`src/sv/wanm_pkg.sv`:
```
// Package with the shared types, constants and character helpers of the name matcher.
`timescale 1ns / 1ps
package wanm_pkg;

    localparam int DEF_MAX_ENTRIES = 512;
    localparam int DEF_NAME_CHARS  = 64;
    localparam int DEF_QUERY_CHARS = 64;

    localparam int IN_DATA_W  = 24;
    localparam int OUT_DATA_W = 24;
    localparam int MATCH_W    = 13;
    localparam int LOADED_W   = 10;
    localparam int NUM_W      = 12;

    localparam logic [7:0] CH_UPPER_A = 8'h41;
    localparam logic [7:0] CH_UPPER_Z = 8'h5A;
    localparam logic [7:0] CH_CASE_OFS = 8'h20;
    localparam logic [7:0] CH_SPACE = 8'h20;
    localparam logic [7:0] CH_TAB = 8'h09;
    localparam logic [7:0] CH_CR = 8'h0D;
    localparam logic [7:0] CH_NUL = 8'h00;
    localparam logic signed [MATCH_W-1:0] NO_MATCH = -13'sd1;

    typedef enum logic [1:0] {
        MODE_NAME  = 2'd0,
        MODE_QUERY = 2'd1,
        MODE_CLEAR = 2'd2,
        MODE_NONE  = 2'd3
    } t_mode;

    typedef enum logic [3:0] {
        S_IDLE,
        S_START,
        S_ENT,
        S_P1_RD,
        S_P1_EV,
        S_SKIP_RD,
        S_SKIP_EV,
        S_CMP_RD,
        S_CMP_EV,
        S_NEND_RD,
        S_NEND_EV,
        S_DONE
    } t_state;

    typedef struct packed {
        logic accept;
        logic start_scan;
        logic ent_next;
        logic clr_ptr;
        logic inc_n;
        logic inc_q;
        logic set_hit;
        logic load_out;
    } t_cmd;

    typedef struct packed {
        logic cnt_empty;
        logic ent_last;
        logic q_empty;
        logic nend;
        logic qend;
        logic nbl;
        logic qbl;
        logic eq;
        logic out_free;
    } t_stat;

    function automatic logic [7:0] fold(input logic [7:0] c);
        return (c >= CH_UPPER_A && c <= CH_UPPER_Z) ? c + CH_CASE_OFS : c;
    endfunction

    function automatic logic is_blank(input logic [7:0] c);
        return (c == CH_SPACE) || (c >= CH_TAB && c <= CH_CR);
    endfunction

endpackage

```
`src/sv/wanm_ctrl.sv`:
```
// Controller state machine that sequences loading and the table scan.
`timescale 1ns / 1ps
module wanm_ctrl (
    input  logic            i_clk,
    input  logic            i_rst_n,
    input  logic            i_valid,
    input  logic            i_last,
    input  logic [1:0]      i_mode,
    input  wanm_pkg::t_stat i_stat,
    output logic            o_ready,
    output wanm_pkg::t_cmd  o_cmd
);
    import wanm_pkg::*;

    t_state r_state, n_state;

    always_ff @(posedge i_clk) begin
        if (!i_rst_n) begin
            r_state <= S_IDLE;
        end else begin
            r_state <= n_state;
        end
    end

    always_comb begin
        n_state = r_state;
        o_cmd   = '0;
        o_ready = 1'b0;
        case (r_state)
            S_IDLE: begin
                o_ready = 1'b1;
                o_cmd.accept = i_valid;
                if (i_valid && i_last && t_mode'(i_mode) == MODE_QUERY) begin
                    n_state = S_START;
                end
            end
            S_START: begin
                o_cmd.start_scan = 1'b1;
                n_state = S_ENT;
            end
            S_ENT: begin
                if (i_stat.cnt_empty) begin
                    n_state = S_DONE;
                end else if (i_stat.q_empty) begin
                    n_state = S_SKIP_RD;
                end else begin
                    n_state = S_P1_RD;
                end
            end
            S_P1_RD:   n_state = S_P1_EV;
            S_SKIP_RD: n_state = S_SKIP_EV;
            S_CMP_RD:  n_state = S_CMP_EV;
            S_NEND_RD: n_state = S_NEND_EV;
            S_P1_EV: begin
                if (i_stat.qend) begin
                    o_cmd.set_hit = 1'b1;
                    n_state = S_DONE;
                end else if (i_stat.nend || !i_stat.eq) begin
                    o_cmd.clr_ptr = 1'b1;
                    n_state = S_SKIP_RD;
                end else begin
                    o_cmd.inc_n = 1'b1;
                    o_cmd.inc_q = 1'b1;
                    n_state = S_P1_RD;
                end
            end
            S_SKIP_EV: begin
                o_cmd.inc_n = !i_stat.nend && i_stat.nbl;
                o_cmd.inc_q = !i_stat.qend && i_stat.qbl;
                if (o_cmd.inc_n || o_cmd.inc_q) begin
                    n_state = S_SKIP_RD;
                end else if (i_stat.qend) begin
                    o_cmd.set_hit = 1'b1;
                    n_state = S_DONE;
                end else if (i_stat.nend) begin
                    if (i_stat.ent_last) begin
                        n_state = S_DONE;
                    end else begin
                        o_cmd.ent_next = 1'b1;
                        n_state = S_ENT;
                    end
                end else begin
                    n_state = S_CMP_RD;
                end
            end
            S_CMP_EV: begin
                if (i_stat.qend || i_stat.qbl) begin
                    n_state = S_NEND_RD;
                end else if (i_stat.nend || i_stat.nbl || !i_stat.eq) begin
                    if (i_stat.ent_last) begin
                        n_state = S_DONE;
                    end else begin
                        o_cmd.ent_next = 1'b1;
                        n_state = S_ENT;
                    end
                end else begin
                    o_cmd.inc_n = 1'b1;
                    o_cmd.inc_q = 1'b1;
                    n_state = S_CMP_RD;
                end
            end
            S_NEND_EV: begin
                if (!i_stat.nend && !i_stat.nbl) begin
                    o_cmd.inc_n = 1'b1;
                    n_state = S_NEND_RD;
                end else begin
                    n_state = S_SKIP_RD;
                end
            end
            S_DONE: begin
                if (i_stat.out_free) begin
                    o_cmd.load_out = 1'b1;
                    n_state = S_IDLE;
                end
            end
            default: n_state = S_IDLE;
        endcase
    end

endmodule

```
`config.mk`:
```
export PLATFORM = sky130hd
export DESIGN_NAME = wanm_ctrl
export DESIGN_NICKNAME = d
export VERILOG_FILES = /design/src/sv/wanm_pkg.sv /design/src/sv/wanm_ctrl.sv
export SDC_FILE = /design/constraint.sdc
export NUM_CORES = 1
export LEC_CHECK = 0
export ABC_AREA = 1
export BUFFER_PORTS_ARGS = -buffer_cell sky130_fd_sc_hd__buf_4
export CORE_AREA = 2 2 39 41
export DETAILED_ROUTE_END_ITERATION = 10
export DIE_AREA = 0 0 41 43
export PLACE_DENSITY = 0.78
export SYNTH_ARGS = -nofsm -noshare
export SYNTH_HDL_FRONTEND = slang
export SYNTH_SLANG_ARGS = --single-unit
```
`constraint.sdc`:
```
create_clock -name i_clk -period 1.32 [get_ports i_clk]
set_clock_uncertainty 0.1 [all_clocks]
set_input_delay 0.132 -clock i_clk [delete_from_list [all_inputs] [get_ports i_clk]]
set_output_delay 0.132 -clock i_clk [all_outputs]
set_load 0.01 [all_outputs]
```
Word-level counts from Yosys, hierarchy flattened
Index checks and enable logic that the tools add are counted.
{ "totals": {"in_bits": 15, "reg_bits": 4, "out_inout_bits": 9, "wordCells": 69} }
{ "classes": {"n_reduce_logical": 16, "n_eq_ne": 14, "n_mux": 38} }
{ "op_table": {"columns": ["op", "n"], "rows": [
  ["$pmux W4 S12", 1],
  ["$mux W4", 11],
  ["$eq A4 B3 Y1 const B", 4],
  ["$eq A4 B4 Y1 const B", 4],
  ["$mux W1", 16],
  ["$mux W3", 3],
  ["$eq A4 B2 Y1 const B", 2],
  ["$mux W2", 3],
  ["$logic_and A1 B1 Y1", 5],
  ["$logic_or A1 B1 Y1", 5],
  ["$eq A4 B1 Y1 const B", 1],
  ["$logic_not A1 Y1", 4],
  ["$logic_not A4 Y1", 1],
  ["$ne A2 B2 Y1 const B", 2],
  ["$pmux W1 S2", 2],
  ["$pmux W1 S4", 1],
  ["$pmux W1 S3", 1],
  ["$eq A2 B1 Y1 const B", 1],
  ["$reduce_and A2 Y1", 1]
]} }

Logic depth before layout (Yosys ltp)
Gate-level depths: netlist (run 1).
{ "depth": {"ltp_word": 5, "mapped_depth": 10, "mapped_depth_nobuf": 10} }

Worst setup path after synthesis (run 1)
OpenSTA, ideal clock, no wires.
{ "synth_path": {"path_type": "register to output", "startpoint": "register r_state[2]", "endpoint": "output port o_cmd[2] in the netlist's numbering", "path_slack_ns": 0.035, "n_path_buf": 0, "stages_incl_launch_ff": 7, "arrival_time_ns": 1.053, "required_time_ns": 1.088, "path_cell_list": "dfxtp_1 -> inv_1 -> nand2_2 -> nor2_4 -> nand4_2 -> and2_1 -> o21ai_0"} }
{ "synth_lines": {"columns": ["item", "line", "text"], "rows": [
  ["start: declaration", "wanm_ctrl.sv:15", "t_state r_state, n_state;"],
  ["start signal: assignment", "wanm_ctrl.sv:21", "r_state <= n_state;"],
  ["end: declaration", "wanm_ctrl.sv:11", "output wanm_pkg::t_cmd o_cmd"]
]} }

==> impl_metrics.tcl, run 1 <==
set metrics [dict create \
    final_common_cell "buf_4" \
    fin_ws_ns -0.276 \
    switching_share 0.460 \
    finalCriticalPeriod_ns 1.60 \
    core_um2 1380 \
    syn2layout_area_growth_pct 93.0 \
    yosys-mux-area-fraction 0 \
    drt_iter0_markers 56 \
    hold_viol_final 0 \
    fmax_ghz 0.627 \
    fin_crit_sh 1.21 \
    layout_common_cells "32 x buf_4, 20 x nand2_1, 14 x nor2_1, 10 x buf_6, 9 x inv_1" \
    syn_area_per_cell_um2 5.32 \
    nets 167 \
    synth-simple-area-share 0.613 \
    critical_path_class "register to output port" \
    h-tree-depth 1 \
    drt_first_pass_iters 4 \
    fill_cells 103 \
    grt_pass1_vias 780 \
    grt_antenna_before_repair 0 \
    min_from "i_mode[1]" \
    yosys_warnings 0 \
    drv_cap 0 \
    die_area_um2 1760 \
    hold_path_depth 6 \
    seq_area_frac_synth 0.145 \
    crit_arrival_ns 1.36 \
    grt_first_pass_wirelength_um 3060 \
    post-dp-hpwl_um 1370 \
    p_int_uw 836 \
    reg.largest.list "r_state: 4 flops" \
    ys_types 22 \
    cts_tree "yes" \
    postRouteAntennaNets 0 \
    critPathCaptureType "output port" \
    rr_startpoint "r_state[2]" \
    worst_pin_slew_ns 0.304 \
    status "complete, but fails checks" \
    multi_input_area_um2 500 \
    place_congestion 0.838 \
    regArea_um2 90.1 \
    worstHoldPathType "input pin to register" \
    setup_viol 13 \
    worst_setup_path_start_kind "register" \
    wl_per_cell_um 14.4 \
    antenna_cells 0 \
    num_vias 921 \
    min_to "r_state[0]" \
    power_frac_comb 0.760 \
    die_h_um 43 \
    ir_drop_mv 1.14 \
    dp_slack_ns -0.0428 \
    violations "setup timing" \
    synth_xor_area_frac 0 \
    synth_compound_area_frac 0.127 \
    overflow 0 \
    clkLatencyLatePin_ns 0.23 \
    drive_gt1_frac 0.553 \
    numCtsBuffers 3 \
    grt_max_degree 7 \
    wirelength_um 2390 \
    synthAdderAreaFrac 0 \
    syn_area_um2 553 \
    power_frac_seq 0.144 \
    cts_root_buf "clkbuf_4" \
    largest_reg_flops 4 \
    drcViolationCount 0 \
    p_leak_nw 0.518 \
    fin_cells 166 \
    worstPathMaxFanout 3 \
    ioPinCount 24 \
    clkSinkCount 4 \
    required_ns 1.09 \
    synth-seq-cells 4 \
    synth_top_family_by_area "simple AND/OR/NAND/NOR gates" \
    rsz0062_at_grt "yes" \
    die_w_um 41 \
    cts.reportedPaths.clkPinSlew_ns 0.04 \
    netSwitchingPower_uw 713 \
    num_rows 14 \
    syn_nets 119 \
    largest_register "r_state" \
    drv_slew 0 \
    rr_worst_depth 9 \
    p_per_area_nw_per_um2 1450 \
    dp.cells 153 \
    cts_buffer_depth 2 \
    r2r-end "r_state[2]" \
    vias_per_cell 5.55 \
    clkPwrFrac 0.095 \
    start_util 0.400 \
    io_buffers 23 \
    r2r_setup_slack_ns -0.23 \
    relSlewSlack 0.795 \
    grt_util_all_layers 0.252 \
    syn_inst 104 \
]
worst max path at each step:
| stage | start | to | slack, ns | depth (start not counted) |
|---|---|---|---|---|
| final | r_state[2] | o_cmd[3] | -0.28 | 7 |
| after global routing | r_state[2] | o_cmd[3] | -0.35 | 5 |
| after CTS | r_state[1] | o_cmd[3] | -0.20 | 7 |
| after detailed placement | r_state[3] | o_cmd[3] | -0.04 | 7 |
| after global placement | r_state[2] | r_state[3] | -0.02 | 10 |
| after floorplan | r_state[2] | o_cmd[2] | 0.03 | 6 |
per-stage QoR:
| stage | instance area [µm²] | TNS [ns] | power [mW] | util | hold slack (ns) |
|---|---|---|---|---|---|
| final | 1070 | -2.19 | 1.55 | 0.771 | 0.220 |
| after global routing | 1070 | -2.85 | 1.63 | 0.771 | 0.212 |
| after CTS | 992 | -1.15 | 1.36 | 0.717 | 0.187 |
| after detailed placement | 821 | -0.121 | 0.929 | 0.593 | 0.227 |
| after global placement | 821 | -0.0288 | 0.916 | 0.593 | 0.229 |
| after floorplan | 553 | 0 | 0.603 | - | 0.130 |
power by group through the flow:
stage          registers [mW]  logic (mW)  clock network (mW)
3_5_place_dp            0.193       0.736                   0
6_report                0.224        1.18               0.148
4_1_cts                 0.204        1.01               0.150
3_3_place_gp            0.191       0.725                   0
5_1_grt                 0.228        1.23               0.168
2_1_floorplan           0.190       0.414                   0
cells in the mapped netlist, drive strengths merged:
library cell  number  share of area
nand4              5          0.068
dfxtp              4           0.14
o211ai             1          0.014
a21oi              3          0.027
nor3b              2          0.027
nand3              7          0.063
clkinv             1         0.0068
nand2             29           0.22
o32ai              1          0.016
nor3               1         0.0090
nor2              25           0.20
o21ai              7          0.070
inv               16           0.11
nand3b             1          0.014
and2               1          0.011
critical path, stage by stage, from the launching register on:
cell and delay [ns]:
dfxtp_4 0.36, inv_4 0.08, nand2_4 0.07, nor2_4 0.10
nand4_2 0.11, and2_4 0.17, o211ai_1 0.09, buf_4 0.15
logic make-up (layout without fill, tap and decap cells):
group                  after synthesis  count (layout)
AOI/OAI and AO/OA                   12              12
buffers and inverters               17              63
DFF                                  4               4
and+or+nand+nor                     71              71
layout make-up:
type                       instances  share of cell area
multi-input combinational         83               0.469
timing repair buffer              43               0.340
sequential                         4              0.0844
inverter                          17              0.0668
clock buffer                       3              0.0211
tap                               16              0.0188
routing by layer:
layer | wire length (µm) | global-route usage | share of wire
met1 | 916 | 0.292 | 0.38
met2 | 1200 | 0.416 | 0.50
met3 | 165 | 0.0471 | 0.069
met4 | 104 | 0.120 | 0.044
met5 | 0 | 0 | 0
repair_timing:
action,4_1_cts,5_1_grt
gates resized for setup,30,17
gates cloned,0,0
buffers inserted,6,3
endpoints found under the hold margin,1,0
hold buffers,1,0
pin swaps,9,10
setup endpoints to repair,12,13
(Power assumes the default switching activity.)
==> run 2: changes to the inputs <==
--- a/config.mk
+++ b/config.mk
@@ -7,10 +7,9 @@
 export LEC_CHECK = 0
 export ABC_AREA = 1
 export BUFFER_PORTS_ARGS = -buffer_cell sky130_fd_sc_hd__buf_4
-export CORE_AREA = 2 2 39 41
+export CORE_UTILIZATION = 41
 export DETAILED_ROUTE_END_ITERATION = 10
-export DIE_AREA = 0 0 41 43
-export PLACE_DENSITY = 0.78
+export PLACE_DENSITY = 0.8
 export SYNTH_ARGS = -nofsm -noshare
 export SYNTH_HDL_FRONTEND = slang
 export SYNTH_SLANG_ARGS = --single-unit
==> constraint.sdc (replaced) <==
create_clock -name i_clk -period 1.35 [get_ports i_clk]
set_clock_uncertainty 0.1 [all_clocks]
set_input_delay 0.135 -clock i_clk [delete_from_list [all_inputs] [get_ports i_clk]]
set_output_delay 0.135 -clock i_clk [all_outputs]
set_load 0.01 [all_outputs]
==> impl_metrics.tcl, run 2 (synthesis gave the netlist of run 1 again) <==
set metrics [dict create \
    status "complete, but fails checks" \
    violations "setup timing" \
    cts_buffer_depth 2 \
    drt_iter0_markers 17 \
    post-dp-hpwl_um 1410 \
    grt_max_degree 7 \
    power_frac_comb 0.726 \
    grt_antenna_before_repair 0 \
    largest_reg_flops 4 \
    critPathCaptureType "output port" \
    antenna_cells 0 \
    multi_input_area_um2 497 \
    worst_setup_path_start_kind "register" \
    critical_path_class "register to output port" \
    fin_crit_sh 1.18 \
    cts_root_buf "clkbuf_4" \
    num_vias 838 \
    place_congestion 0.925 \
    required_ns 1.12 \
    cts.reportedPaths.clkPinSlew_ns 0.03 \
    cp_slowest_cell "dfxtp_4" \
    die_w_um 38.7 \
    hold_buffers 0 \
    die_area_um2 1500 \
    num_rows 12 \
    p_per_area_nw_per_um2 1360 \
    clkSinkCount 4 \
    syn2layout_area_growth_pct 77.8 \
    relSlewSlack 0.844 \
    drcViolationCount 0 \
    cpLargestDelayFamily "simple AND/OR/NAND/NOR gates" \
    nets 161 \
    setup_viol 7 \
    worst_pin_slew_ns 0.232 \
    h-tree-depth 1 \
    io_buffers 23 \
    start_util 0.466 \
    power_frac_seq 0.162 \
    largest_register "r_state" \
    vias_per_cell 5.30 \
    cpPeakStageDelay_ns 0.36 \
    layout_common_cells "35 x buf_4, 19 x nand2_1, 16 x nor2_1, 10 x inv_1, 6 x nand3_1" \
    finalCriticalPeriod_ns 1.59 \
    clkLatencyLatePin_ns 0.24 \
    crit_chain "inv_4, nand2_4, nor2_4, nand4_1, and2_4, o21ai_1, buf_4" \
    postRouteAntennaNets 0 \
    p_leak_nw 0.498 \
    switching_share 0.469 \
    design_area_um2 983 \
    worstPathMaxFanout 5 \
    rsz0062_at_grt "yes" \
    fill_cells 83 \
    critical_path_buf_inv_count 2 \
    clkPwrFrac 0.112 \
    die_h_um 38.7 \
    reg.largest.list "r_state: 4 flops" \
    hold_viol_final 0 \
    drive_gt1_frac 0.528 \
    wirelength_um 2060 \
    ir_drop_mv 0.731 \
    fmax_ghz 0.627 \
    worstHoldPathType "input pin to register" \
    overflow 0 \
    core_um2 1190 \
    regArea_um2 90.1 \
    ioPinCount 24 \
    crit_arrival_ns 1.36 \
    grt_first_pass_wirelength_um 2970 \
    numCtsBuffers 3 \
    drv_slew 0 \
    setup_tns_ns -0.962 \
    fin_ws_ns -0.244 \
    cts_tree "yes" \
    drt_first_pass_iters 4 \
    grt_pass1_vias 737 \
    post_dp_cell_area_um2 811 \
    netSwitchingPower_uw 626 \
    wl_per_cell_um 13.0 \
    grt_util_all_layers 0.287 \
    p_int_uw 710 \
    drv_cap 0 \
    final_common_cell "buf_4" \
]
[run 2: power groups by stage]
| stage | Sequential (mW) | Combinational (mW) | Clock [mW] |
|---|---|---|---|
| 2_1_floorplan | 0.185 | 0.405 | 0 |
| 5_1_grt | 0.218 | 1.04 | 0.160 |
| 6_report | 0.217 | 0.969 | 0.150 |
| 3_3_place_gp | 0.186 | 0.683 | 0 |
| 3_5_place_dp | 0.188 | 0.701 | 0 |
| 4_1_cts | 0.199 | 0.831 | 0.152 |
[run 2: path summary, 6_finish.rpt]
kind              startpoint    endpoint  slack [ns]  depth (start not counted)
setup / recovery  r_state[3]    o_cmd[2]       -0.24                          7
hold / removal       i_rst_n  r_state[3]       0.001                          3
setup reg to reg  r_state[3]  r_state[3]       -0.06                         10
hold reg to reg   r_state[3]  r_state[1]        0.68                          5
[run 2: final cells by class]
| type | instances | area share |
|---|---|---|
| Timing Repair Buffer | 37 | 0.290 |
| Clock buffer | 3 | 0.0229 |
| Sequential cell | 4 | 0.0916 |
| Inverter | 17 | 0.0725 |
| Tap cell | 14 | 0.0178 |
| Multi-Input combinational cell | 83 | 0.505 |
[run 2: timing repair]
item	CTS	global route
pin swaps	2	8
endpoints found under the setup margin	10	12
gates resized for setup	22	15
buffers inserted	3	2
endpoints found under the hold margin	0	0
[run 2: tightest hold or removal path, stage by stage]
cell     delay, ns
buf_4         0.08
nand2_1       0.04
inv_1         0.04
[run 2: metal layers]
metal | vias up | global-route usage | part of all wire
met2 | 36 | 0.571 | 0.55
met1 | 381 | 0.276 | 0.37
met5 | - | 0 | 0
met4 | 0 | 0.103 | 0.016
li1 | 417 | - | -
met3 | 4 | 0.0694 | 0.059
[run 2: stage by stage]
step	std cells	hold slack, ns	utilization	total power, mW	worst slack [ns]
6_report	158	0.00148	0.829	1.34	-0.244
5_1_grt	158	0.0247	0.829	1.42	-0.289
4_1_cts	156	0.00134	0.768	1.18	-0.201
3_5_place_dp	150	0.240	0.684	0.889	-0.140
3_3_place_gp	150	0.236	0.684	0.869	-0.0570
2_1_floorplan	104	0.133	-	0.590	0.0620
